### src/rtl/imu_spi_read_scheduler_core_macros.svh
// Assertion macros shared by the scheduler RTL.
`ifndef IMU_SPI_READ_SCHEDULER_CORE_MACROS_SVH
`define IMU_SPI_READ_SCHEDULER_CORE_MACROS_SVH

// Check that a condition implies a consequence in the same cycle.
`define IMU_ASSERT_SAME(label, clk, rst_n, ante, cons) \
    label: assert property (@(posedge clk) disable iff (!rst_n) (ante) |-> (cons)) \
        else $error("same-cycle check failed");

// Check that a condition implies a consequence in the following cycle.
`define IMU_ASSERT_NEXT(label, clk, rst_n, ante, cons) \
    label: assert property (@(posedge clk) disable iff (!rst_n) (ante) |=> (cons)) \
        else $error("next-cycle check failed");

`endif

### src/rtl/imu_srs_pkg.sv
// Types and constants for the inertial sensor SPI read scheduler.
package imu_srs_pkg;

    // Event codes
    localparam logic [2:0] CMD_POLL      = 3'd0;
    localparam logic [2:0] CMD_ACCEL_RDY = 3'd1;
    localparam logic [2:0] CMD_GYRO_RDY  = 3'd2;
    localparam logic [2:0] CMD_XFER_DONE = 3'd3;
    localparam logic [2:0] CMD_XFER_ERR  = 3'd4;
    localparam logic [2:0] CMD_REFUSED   = 3'd5;

    // Read targets and sample kinds
    localparam logic [1:0] TGT_ACCEL = 2'd0;
    localparam logic [1:0] TGT_GYRO  = 2'd1;
    localparam logic [1:0] TGT_TEMP  = 2'd2;

    // Burst start addresses with the read bit set
    localparam logic [7:0] ADDR_ACCEL = 8'h12 | 8'h80;
    localparam logic [7:0] ADDR_GYRO  = 8'h02 | 8'h80;
    localparam logic [7:0] ADDR_TEMP  = 8'h22 | 8'h80;

    // Burst lengths, address byte included
    localparam logic [3:0] LEN_ACCEL = 4'd8;
    localparam logic [3:0] LEN_GYRO  = 4'd7;
    localparam logic [3:0] LEN_TEMP  = 4'd4;

    // Temperature offset: 23 degrees C in eighths
    localparam logic signed [15:0] TEMP_OFFSET = 16'sd184;

    localparam logic [15:0] TEMP_INTERVAL_RESET = 16'd100;

    typedef enum logic [3:0] {
        FL_NONE  = 4'b0001,
        FL_ACCEL = 4'b0010,
        FL_GYRO  = 4'b0100,
        FL_TEMP  = 4'b1000
    } flight_t;

    typedef struct packed {
        logic [2:0] cmd;
        logic [7:0] rx_byte1;
        logic [7:0] rx_byte2;
        logic [7:0] rx_byte3;
        logic [7:0] rx_byte4;
        logic [7:0] rx_byte5;
        logic [7:0] rx_byte6;
        logic [7:0] rx_byte7;
    } in_item_t;

    typedef struct packed {
        logic              start_read;
        logic [1:0]        read_target;
        logic [7:0]        first_byte;
        logic [3:0]        transfer_bytes;
        logic              release_accel_select;
        logic              release_gyro_select;
        logic              sample_valid;
        logic [1:0]        sample_kind;
        logic signed [15:0] value_x;
        logic signed [15:0] value_y;
        logic signed [15:0] value_z;
    } out_item_t;

endpackage

### src/rtl/imu_spi_read_scheduler_core.sv
// Burst-read scheduler for a six-axis inertial sensor on one SPI bus.
//
// Each event transfer yields exactly one result transfer. The event is
// decoded, the scheduling flags are updated and the received bytes are
// parsed combinationally, straight into the result register, so one event
// is taken every cycle as long as the result side keeps up; the single
// result register sets that figure, and the event side stalls only while a
// finished result is still waiting to be taken. Gyro reads have priority
// on an idle poll tick, a finished gyro read chains a pending accel read,
// and a finished accel read chains a due temperature read.
// Temperature is reported in eighths of a degree C.
`include "imu_spi_read_scheduler_core_macros.svh"

module imu_spi_read_scheduler_core (
    input  logic                   clk,
    input  logic                   rst_n,
    input  logic                   cfg_wr_en,
    input  logic [15:0]            cfg_wr_data,
    input  logic                   in_valid,
    output logic                   in_ready,
    input  imu_srs_pkg::in_item_t  in_data,
    output logic                   out_valid,
    input  logic                   out_ready,
    output imu_srs_pkg::out_item_t out_data
);

    import imu_srs_pkg::*;

    logic [15:0] temp_interval_reg;
    flight_t     flight_reg, flight_next;
    logic        accel_pend_reg, accel_pend_next;
    logic        gyro_pend_reg, gyro_pend_next;
    logic        temp_due_reg, temp_due_next;
    logic [15:0] tick_reg, tick_next;
    logic        out_valid_reg;
    out_item_t   out_data_reg, out_data_next;

    logic        in_fire;
    logic        start_req;
    flight_t     start_kind;
    logic [16:0] tick_inc;
    logic [10:0] temp_raw;

    // Accept a new event whenever the result register is free or draining
    assign in_ready  = !out_valid_reg || out_ready;
    assign in_fire   = in_valid && in_ready;
    assign out_valid = out_valid_reg;
    assign out_data  = out_data_reg;

    assign tick_inc = {1'b0, tick_reg} + 17'd1;
    assign temp_raw = {in_data.rx_byte2, in_data.rx_byte3[7:5]};

    // Decode the event, update flags and parse bytes
    always_comb
    begin
        flight_next     = flight_reg;
        accel_pend_next = accel_pend_reg;
        gyro_pend_next  = gyro_pend_reg;
        temp_due_next   = temp_due_reg;
        tick_next       = tick_reg;
        out_data_next   = '0;
        start_req       = 1'b0;
        start_kind      = FL_ACCEL;

        case (in_data.cmd)
            CMD_POLL:
            begin
                if (flight_reg == FL_NONE)
                begin
                    if (tick_inc >= {1'b0, temp_interval_reg})
                    begin
                        tick_next     = '0;
                        temp_due_next = 1'b1;
                    end
                    else
                    begin
                        tick_next = tick_inc[15:0];
                    end
                    if (gyro_pend_reg)
                    begin
                        gyro_pend_next = 1'b0;
                        start_req      = 1'b1;
                        start_kind     = FL_GYRO;
                    end
                    else if (accel_pend_reg)
                    begin
                        accel_pend_next = 1'b0;
                        start_req       = 1'b1;
                        start_kind      = FL_ACCEL;
                    end
                end
            end
            CMD_ACCEL_RDY: accel_pend_next = 1'b1;
            CMD_GYRO_RDY:  gyro_pend_next  = 1'b1;
            CMD_XFER_DONE:
            begin
                case (flight_reg)
                    FL_ACCEL:
                    begin
                        // Skip the address byte and the dummy byte
                        out_data_next.release_accel_select = 1'b1;
                        out_data_next.sample_valid = 1'b1;
                        out_data_next.sample_kind  = TGT_ACCEL;
                        out_data_next.value_x = {in_data.rx_byte3, in_data.rx_byte2};
                        out_data_next.value_y = {in_data.rx_byte5, in_data.rx_byte4};
                        out_data_next.value_z = {in_data.rx_byte7, in_data.rx_byte6};
                        flight_next = FL_NONE;
                        if (temp_due_reg)
                        begin
                            temp_due_next = 1'b0;
                            start_req     = 1'b1;
                            start_kind    = FL_TEMP;
                        end
                    end
                    FL_GYRO:
                    begin
                        out_data_next.release_gyro_select = 1'b1;
                        out_data_next.sample_valid = 1'b1;
                        out_data_next.sample_kind  = TGT_GYRO;
                        out_data_next.value_x = {in_data.rx_byte2, in_data.rx_byte1};
                        out_data_next.value_y = {in_data.rx_byte4, in_data.rx_byte3};
                        out_data_next.value_z = {in_data.rx_byte6, in_data.rx_byte5};
                        flight_next = FL_NONE;
                        if (accel_pend_reg)
                        begin
                            accel_pend_next = 1'b0;
                            start_req       = 1'b1;
                            start_kind      = FL_ACCEL;
                        end
                    end
                    FL_TEMP:
                    begin
                        // Sign-extend the 11-bit reading and add the offset
                        out_data_next.release_accel_select = 1'b1;
                        out_data_next.sample_valid = 1'b1;
                        out_data_next.sample_kind  = TGT_TEMP;
                        out_data_next.value_x = {{5{temp_raw[10]}}, temp_raw} + TEMP_OFFSET;
                        flight_next = FL_NONE;
                    end
                    default: ;
                endcase
            end
            CMD_XFER_ERR:
            begin
                out_data_next.release_accel_select = 1'b1;
                out_data_next.release_gyro_select  = 1'b1;
                flight_next = FL_NONE;
            end
            CMD_REFUSED:
            begin
                if (flight_reg == FL_GYRO)
                    out_data_next.release_gyro_select = 1'b1;
                else if (flight_reg != FL_NONE)
                    out_data_next.release_accel_select = 1'b1;
                flight_next = FL_NONE;
            end
            default: ;
        endcase

        // Issue the chosen burst
        if (start_req)
        begin
            out_data_next.start_read = 1'b1;
            flight_next = start_kind;
            case (start_kind)
                FL_GYRO:
                begin
                    out_data_next.read_target    = TGT_GYRO;
                    out_data_next.first_byte     = ADDR_GYRO;
                    out_data_next.transfer_bytes = LEN_GYRO;
                end
                FL_TEMP:
                begin
                    out_data_next.read_target    = TGT_TEMP;
                    out_data_next.first_byte     = ADDR_TEMP;
                    out_data_next.transfer_bytes = LEN_TEMP;
                end
                default:
                begin
                    out_data_next.read_target    = TGT_ACCEL;
                    out_data_next.first_byte     = ADDR_ACCEL;
                    out_data_next.transfer_bytes = LEN_ACCEL;
                end
            endcase
        end
    end

    // Hold the interval register
    always_ff @(posedge clk or negedge rst_n)
    begin
        if (!rst_n)
            temp_interval_reg <= TEMP_INTERVAL_RESET;
        else if (cfg_wr_en)
            temp_interval_reg <= cfg_wr_data;
    end

    // Advance scheduling state on each accepted event
    always_ff @(posedge clk or negedge rst_n)
    begin
        if (!rst_n)
        begin
            flight_reg     <= FL_NONE;
            accel_pend_reg <= 1'b0;
            gyro_pend_reg  <= 1'b0;
            temp_due_reg   <= 1'b0;
            tick_reg       <= '0;
        end
        else if (in_fire)
        begin
            flight_reg     <= flight_next;
            accel_pend_reg <= accel_pend_next;
            gyro_pend_reg  <= gyro_pend_next;
            temp_due_reg   <= temp_due_next;
            tick_reg       <= tick_next;
        end
    end

    // Track result valid
    always_ff @(posedge clk or negedge rst_n)
    begin
        if (!rst_n)
            out_valid_reg <= 1'b0;
        else if (in_fire)
            out_valid_reg <= 1'b1;
        else if (out_ready)
            out_valid_reg <= 1'b0;
    end

    // Load the result payload
    always_ff @(posedge clk)
    begin
        if (in_fire)
            out_data_reg <= out_data_next;
    end

    `IMU_ASSERT_SAME(a_stall_blocks_input, clk, rst_n, out_valid_reg && !out_ready, !in_ready)
    `IMU_ASSERT_NEXT(a_start_sets_flight, clk, rst_n, in_fire && start_req, flight_reg != FL_NONE)
    `IMU_ASSERT_NEXT(a_error_clears_flight, clk, rst_n, in_fire && in_data.cmd == CMD_XFER_ERR, flight_reg == FL_NONE && out_data_reg.release_accel_select && out_data_reg.release_gyro_select)
    `IMU_ASSERT_SAME(a_temp_yz_zero, clk, rst_n, out_valid_reg && out_data_reg.sample_valid && out_data_reg.sample_kind == TGT_TEMP, out_data_reg.value_y == 16'sd0 && out_data_reg.value_z == 16'sd0)

endmodule

### config.mk
export PLATFORM = sky130hd
export DESIGN_NAME = imu_spi_read_scheduler_core
export DESIGN_NICKNAME = d
export VERILOG_FILES = /design/src/rtl/imu_srs_pkg.sv /design/src/rtl/imu_spi_read_scheduler_core.sv
export VERILOG_INCLUDE_DIRS = /design/src /design/src/rtl
export SDC_FILE = /design/constraint.sdc
export NUM_CORES = 1
export LEC_CHECK = 0
export ABC_AREA = 1
export BUFFER_PORTS_ARGS = -buffer_cell sky130_fd_sc_hd__buf_2
export CORE_MARGIN = 4
export CORE_UTILIZATION = 45
export DETAILED_ROUTE_END_ITERATION = 12
export PLACE_DENSITY = 0.71
export RECOVER_POWER = 50
export SLEW_MARGIN = 30
export SYNTH_ARGS = -nofsm -noshare
export SYNTH_HDL_FRONTEND = slang
export SYNTH_SLANG_ARGS = --single-unit
### constraint.sdc
create_clock -name clk -period 2.9 [get_ports clk]
set_input_delay 0.29 -clock clk [delete_from_list [all_inputs] [get_ports clk]]
set_output_delay 0.29 -clock clk [all_outputs]
set_load 0.01 [all_outputs]
==> reports/qor.csv, run 1 <==
metric,value,unit
status,"complete, but fails checks",
failing checks,"max-capacitance violations, max-slew violations",
TritonCTS clock tree,yes,
Final period util,94.8,%
Synth Cell Area,0.00516,mm²
drt first pass iters,5,
total power,3.74,mW
htree depth,3,
register area share after synthesis,53.9,%
Ys Warns,0,
R2R cell count,21,
GPL Wtd Cong,0.930,
core area,0.0110,mm²
Layout Cells excl Fill,875,
CP dominant cell by count,nand2_1,
clock latency on the worst-skew pair,340,ps
leakage,3.02,nW
R2R Path End,tick_reg[6],
routed vias/inst,5.20,
DP Wirelength,10.1,mm
Power Dens Cells,588,mW/mm²
share of layout cells above drive strength 1,18.8,%
DRC violations left,0,
DP Cell Count,848,
Rows,38,
DIE HEIGHT,115,µm
worst-margin pin slew,1540,ps
cts bufs inserted,9,
CP Depth,21,
Final Hold Fails,0,
"most common cell after layout, fill and taps aside",nand2_1,
vias in the first global route,4349,
Hold Path Class,input pin to flip-flop,
clock buffer depth,2,
largest net degree at the start of global routing,63,
Die Width,115,µm
final setup violating endpoints,0,
DRT Wirelength,13.8,mm
Crit path required time,3110,ps
maximum vdd ir drop,0.291,mV
Synth Instances,578,
Worst Path Arrival,2960,ps
most frequent cells in the layout,"nand2_1, inv_1, buf_2",
grt total ovfl,0,
# diodes,0,
syn avg cell area,8.92,µm²
MaxCap Viol Count,1,
Clock Skews,7.13,ps
CP Capture Type,flip-flop,
CTS sink count,99,
Max-Slew Margin vs Limit,-2.90,%
post-route setup TNS,0,ps
"setup slack, reg-to-reg",150,ps
count of buffer and inverter cells on the critical path,3,
Initial DRC Count,333,
first-pass GRT wire length,20.8,mm
clock slew at reported path FFs,70,ps
"critical path fanouts, max",8,
IO Pins,150,
Area growth syn-to-layout,23.3,%
Critical-path top delay cell,dfrtp_1,
max reg flops,59,
Root Buffer,clkbuf_16,
Tmin final,2750,ps
Filler cells,988,
DIE AREA,0.0132,mm²
remaining antenna violation count,0,
Unique masters post-synth,33,
crit-path cells,ha_4 -> nand2_2 -> nor2_4 -> nand2_4 -> nor2_4 -> nand3_2 -> xor2_1 -> inv_1 -> ha_4 -> nand2_1 -> inv_2 -> nand2_1 -> nor2_1 -> nand2_1 -> nand3_1 -> nand2_1 -> nand3_2 -> nor2_4 -> buf_12 -> nand2_1 -> o21ai_0,
Util after Layout,57.7,%
Worst Hold Margin,151,ps
DR vias,4553,
WL per Instance,15.7,µm
HP Start,cfg_wr_data[1],
Critical R2R Launch,tick_reg[1],
Initial Utilization,46.7,%
All-Layer GR Usage,19.8,%
"CP delay by family, top",simple AND/OR/NAND/NOR gates,
Critical path origin,tick_reg[1],
slowest cell delay on critical path,430,ps
nets@finish,828,
initial antenna violation count,0,
Setup Crit Path Kind,flip-flop to flip-flop,
PortBufs,145,
Startpoint Class,flip-flop,
#FFs+latches synth,99,
max frequency,364,MHz
"Slew Viols, Final",63,
crit path capture,tick_reg[6],
==> cell usage after synthesis <==
cell      instances  share of area, %
o21ai_1           1             0.097
o21ai_2           3              0.51
edfxtp_1         59                34
nand3_4           1              0.34
o21ai_0          41               4.0
o22ai_1          21               2.5
nor3_1            1             0.097
nor2_1           34               2.5
a21oi_1          13               1.3
a21o_1            1              0.15
nand3_1          28               2.7
nand2_2           3              0.36
buf_2             6              0.58
nand3_2           1              0.19
clkbuf_1          6              0.44
ha_1             18               4.4
o221ai_1          5              0.85
conb_1            1             0.073
mux2_2            1              0.22
o211ai_1          1              0.15
a31oi_1          10               1.2
buf_4            10               1.5
dfstp_2           4               2.0
nor2_4            2              0.44
nor2_2            2              0.24
buf_6             1              0.22
nand4_1           4              0.49
clkinv_1          1             0.073
nand2_1         148                11
dfrtp_1          36                17
xor2_1           14               2.4
inv_1           100               7.3
xnor2_1           1              0.17
==> cell type report <==
cell class	instances	area (µm²)	area share (%)
sequential	99	2780	43.7
clock buffer	9	225	3.54
timing repair buffer	161	792	12.5
tap	140	175	2.75
multi-input combinational	358	1960	30.9
inverter	101	379	5.96
clock inverter	7	43.8	0.689
==> worst min-delay path: stages <==
cell and delay [ps]:
buf_2 70, nand2_1 40, o21ai_0 50
==> how the worst min path moves through the flow <==
stage / end / slack (ps) / cells past startpoint
floorplan: accel_pend_reg / -6 / 0
global placement: temp_interval_reg[1] / 460 / 1
detailed placement: temp_interval_reg[1] / 470 / 1
CTS: temp_interval_reg[1] / 110 / 1
global route: temp_interval_reg[9] / 160 / 3
finish: temp_interval_reg[1] / 150 / 3
==> per-layer routing <==
layer	vias to the layer above	wire length (µm)	track usage, %
met4	0	280	6.81
met3	28	1120	2.63
met5	-	0	0
li1	2184	-	-
met2	217	6530	33.6
met1	2124	5840	26.3
==> report_power, final <==
group	total (mW)	internal (mW)	switching (mW)
sequential	1.77	1.67	0.105
combinational	0.863	0.317	0.546
clock	1.10	0.579	0.523
==> through the flow <==
step           instance area (µm²)  worst slack [ps]
2_1_floorplan                 5170               147
3_3_place_gp                  5970               103
3_5_place_dp                  5970             -52.9
4_1_cts                       6260              22.2
5_1_grt                       6360             -66.2
6_report                      6360               151
==> repair_timing <==
action,4_1_cts,5_1_grt
hold endpoints to repair,0,36
cloned,0,1
pin swaps,1,5
gates resized for setup,1,19
hold buffers,0,1
setup buffers,1,8
setup endpoints to repair,15,17
==> cells by family after synthesis <==
family | count (synthesis) | synth area share (%)
adders and majority gates | 18 | 4.37
DFF | 99 | 53.9
muxes | 1 | 0.218
other | 1 | 0.0727
xor gates and xnor gates | 15 | 2.55
and+or+nand+nor | 224 | 18.1
buffers and inverters | 124 | 10.0
AOI/OAI and AO/OA | 96 | 10.7
(Power assumes the default switching activity.)
==> run 2, diff against run 1 <==
--- a/config.mk
+++ b/config.mk
@@ -8,10 +8,12 @@
 export LEC_CHECK = 0
 export ABC_AREA = 1
 export BUFFER_PORTS_ARGS = -buffer_cell sky130_fd_sc_hd__buf_2
+export CELL_PAD_IN_SITES_DETAIL_PLACEMENT = 1
+export CELL_PAD_IN_SITES_GLOBAL_PLACEMENT = 1
 export CORE_MARGIN = 4
-export CORE_UTILIZATION = 45
+export CORE_UTILIZATION = 39
 export DETAILED_ROUTE_END_ITERATION = 12
-export PLACE_DENSITY = 0.71
+export PLACE_DENSITY_LB_ADDON = 0.1
 export RECOVER_POWER = 50
 export SLEW_MARGIN = 30
 export SYNTH_ARGS = -nofsm -noshare
==> reports/qor.csv, run 2 (synthesis results as in run 1) <==
metric,value,unit,change
Final period util,102,%,+6.7 points
Crit path required time,3170,ps,+60 ps
MaxCap Viol Count,0,,-1
DRT Wirelength,15.7,mm,+14%
"critical path fanouts, max",6,,-2
cts bufs inserted,9,,unchanged
final setup margin,-44.6,ps,-196 ps
largest net degree at the start of global routing,63,,unchanged
IO Pins,150,,unchanged
crit path capture,tick_reg[6],,
Die Width,123,µm,+6.9%
Util after Layout,51.1,%,-6.5 points
remaining antenna violation count,0,,unchanged
share of layout cells above drive strength 1,22.1,%,+3.3 points
R2R cell count,21,,unchanged
TritonCTS clock tree,yes,,
CP Depth,21,,unchanged
CP dominant cell by count,nand2_1,,
DIE HEIGHT,123,µm,+6.9%
vias in the first global route,4661,,+7.2%
"setup slack, reg-to-reg",-40,ps,-200 ps
maximum vdd ir drop,0.316,mV,+8.7%
status,"complete, but fails checks",,
Final Hold Fails,0,,unchanged
PortBufs,145,,unchanged
crit-path cells,ha_2 -> nand2_2 -> nor2_4 -> nand2_4 -> nor2_4 -> nand3_2 -> xor2_1 -> inv_1 -> ha_4 -> nand2_1 -> inv_2 -> nand2_1 -> nand2_1 -> nand2_1 -> nand3_2 -> nand2_2 -> nand3_4 -> nor2_4 -> buf_6 -> nand2_2 -> o21ai_1,,
Root Buffer,clkbuf_16,,
"most common cell after layout, fill and taps aside",nand2_1,,
max reg flops,59,,unchanged
first-pass GRT wire length,23.4,mm,+12%
WL per Instance,17.2,µm,+9.4%
Hold Crit Depth,3,,unchanged
Startpoint Class,flip-flop,,
Tmin final,2940,ps,+196 ps
htree depth,3,,unchanged
Critical path origin,tick_reg[0],,
Setup Crit Path Kind,flip-flop to flip-flop,,
core area,0.0128,mm²,+16%
RSZ-0062 raised after global routing,yes,,
clock slew at reported path FFs,70,ps,about the same
DP Wirelength,11.4,mm,+12%
Clock Skews,4.32,ps,-2.80 ps
All-Layer GR Usage,20.0,%,+0.21 points
"Slew Viols, Final",0,,-100%
CP Capture Type,flip-flop,,
worst-margin pin slew,1040,ps,-501 ps
slowest cell delay on critical path,410,ps,-20 ps
CTS sink count,99,,unchanged
drt first pass iters,4,,-1
"CP delay by family, top",simple AND/OR/NAND/NOR gates,,
total power,3.89,mW,+4.1%
most frequent cells in the layout,"nand2_1, inv_1, buf_2",,
grt total ovfl,0,,unchanged
final setup violating endpoints,9,,+9
Worst Path Arrival,3210,ps,+250 ps
DR vias,4526,,-0.59%
Initial DRC Count,266,,-20%
Initial Utilization,40.4,%,-6.4 points
Max-Slew Margin vs Limit,30.5,%,+33 points
count of buffer and inverter cells on the critical path,3,,unchanged
leakage,3.09,nW,+2.5%
GPL Wtd Cong,0.872,,-6.3%
clock buffer depth,2,,unchanged
Critical R2R Launch,tick_reg[0],,
DIE AREA,0.0151,mm²,+14%
Filler cells,1593,,+61%
routed vias/inst,4.95,,-4.9%
clock latency on the worst-skew pair,350,ps,about the same
Area growth syn-to-layout,26.7,%,
nets@finish,836,,+0.97%
DRC violations left,0,,unchanged
initial antenna violation count,0,,unchanged
max frequency,340,MHz,-6.6%
Rows,41,,+7.9%
Power Dens Cells,596,mW/mm²,+1.4%
Hold Path Class,input pin to flip-flop,,
# diodes,0,,unchanged
R2R Path End,tick_reg[6],,
Critical-path top delay cell,dfrtp_1,,
failing checks,negative setup slack,,
Worst Hold Margin,142,ps,-8.35 ps
==> run 2: layer usage <==
layer	vias to the layer above	share of wire [%]	GRT usage (%)
li1	2202	-	-
met1	2162	40	23.5
met2	137	52	36.8
met3	25	5.4	2.93
met4	0	2.2	7.82
met5	-	0	0
==> run 2: layout make-up <==
cell class / instances / area (µm²) / area share (%)
Sequential cell: 99 / 2780 / 42.6
Multi-Input combinational cell: 358 / 2010 / 30.8
Timing Repair Buffer: 169 / 858 / 13.1
Inverter: 101 / 379 / 5.80
Clock buffer: 10 / 229 / 3.51
Tap cell: 172 / 215 / 3.30
Clock inverter: 6 / 56.3 / 0.862
==> run 2: where the power goes <==
group          internal, mW  total (mW)  switching (mW)
sequential             1.67        1.76          0.0962
clock                 0.663        1.20           0.533
combinational         0.337       0.931           0.594
==> run 2: what timing repair did <==
action                                  CTS  global route
gates cloned                              0             1
endpoints found under the setup margin   15            17
hold buffers                              0             1
gates resized for setup                   2            40
buffers inserted                          0            13
pin swaps                                 0            13
endpoints found under the hold margin     0            36
==> run 2: metrics by stage <==
| step | cells | setup TNS [ps] | area [µm²] | setup slack [ps] |
|---|---|---|---|---|
| floorplan | 581 | 0 | 5170 | 147 |
| global placement | 884 | 0 | 6050 | 160 |
| detailed placement | 884 | -53.0 | 6050 | -21.3 |
| CTS | 900 | 0 | 6340 | 2.06 |
| global route | 915 | -2980 | 6530 | -222 |
| finish | 915 | -107 | 6530 | -44.6 |
==> run 2: how the worst min path moves through the flow <==
stage / from / slack (ps) / end
floorplan: rst_n / -6 / accel_pend_reg
global placement: rst_n / 480 / temp_interval_reg[11]
detailed placement: rst_n / 490 / temp_interval_reg[10]
CTS: rst_n / 120 / temp_interval_reg[10]
global route: cfg_wr_data[4] / 150 / temp_interval_reg[4]
finish: cfg_wr_data[4] / 140 / temp_interval_reg[4]
==> run 2: worst reg2reg max path: stages (launching register included) <==
cell and delay, ps:
dfrtp_1 410, ha_2 210, nand2_2 60, nor2_4 170
nand2_4 100, nor2_4 180, nand3_2 90, xor2_1 170
inv_1 110, ha_4 220, nand2_1 70, inv_2 40
nand2_1 70, nand2_1 60, nand2_1 80, nand3_2 90
nand2_2 110, nand3_4 90, nor2_4 220, buf_6 170
nand2_2 60, o21ai_1 80
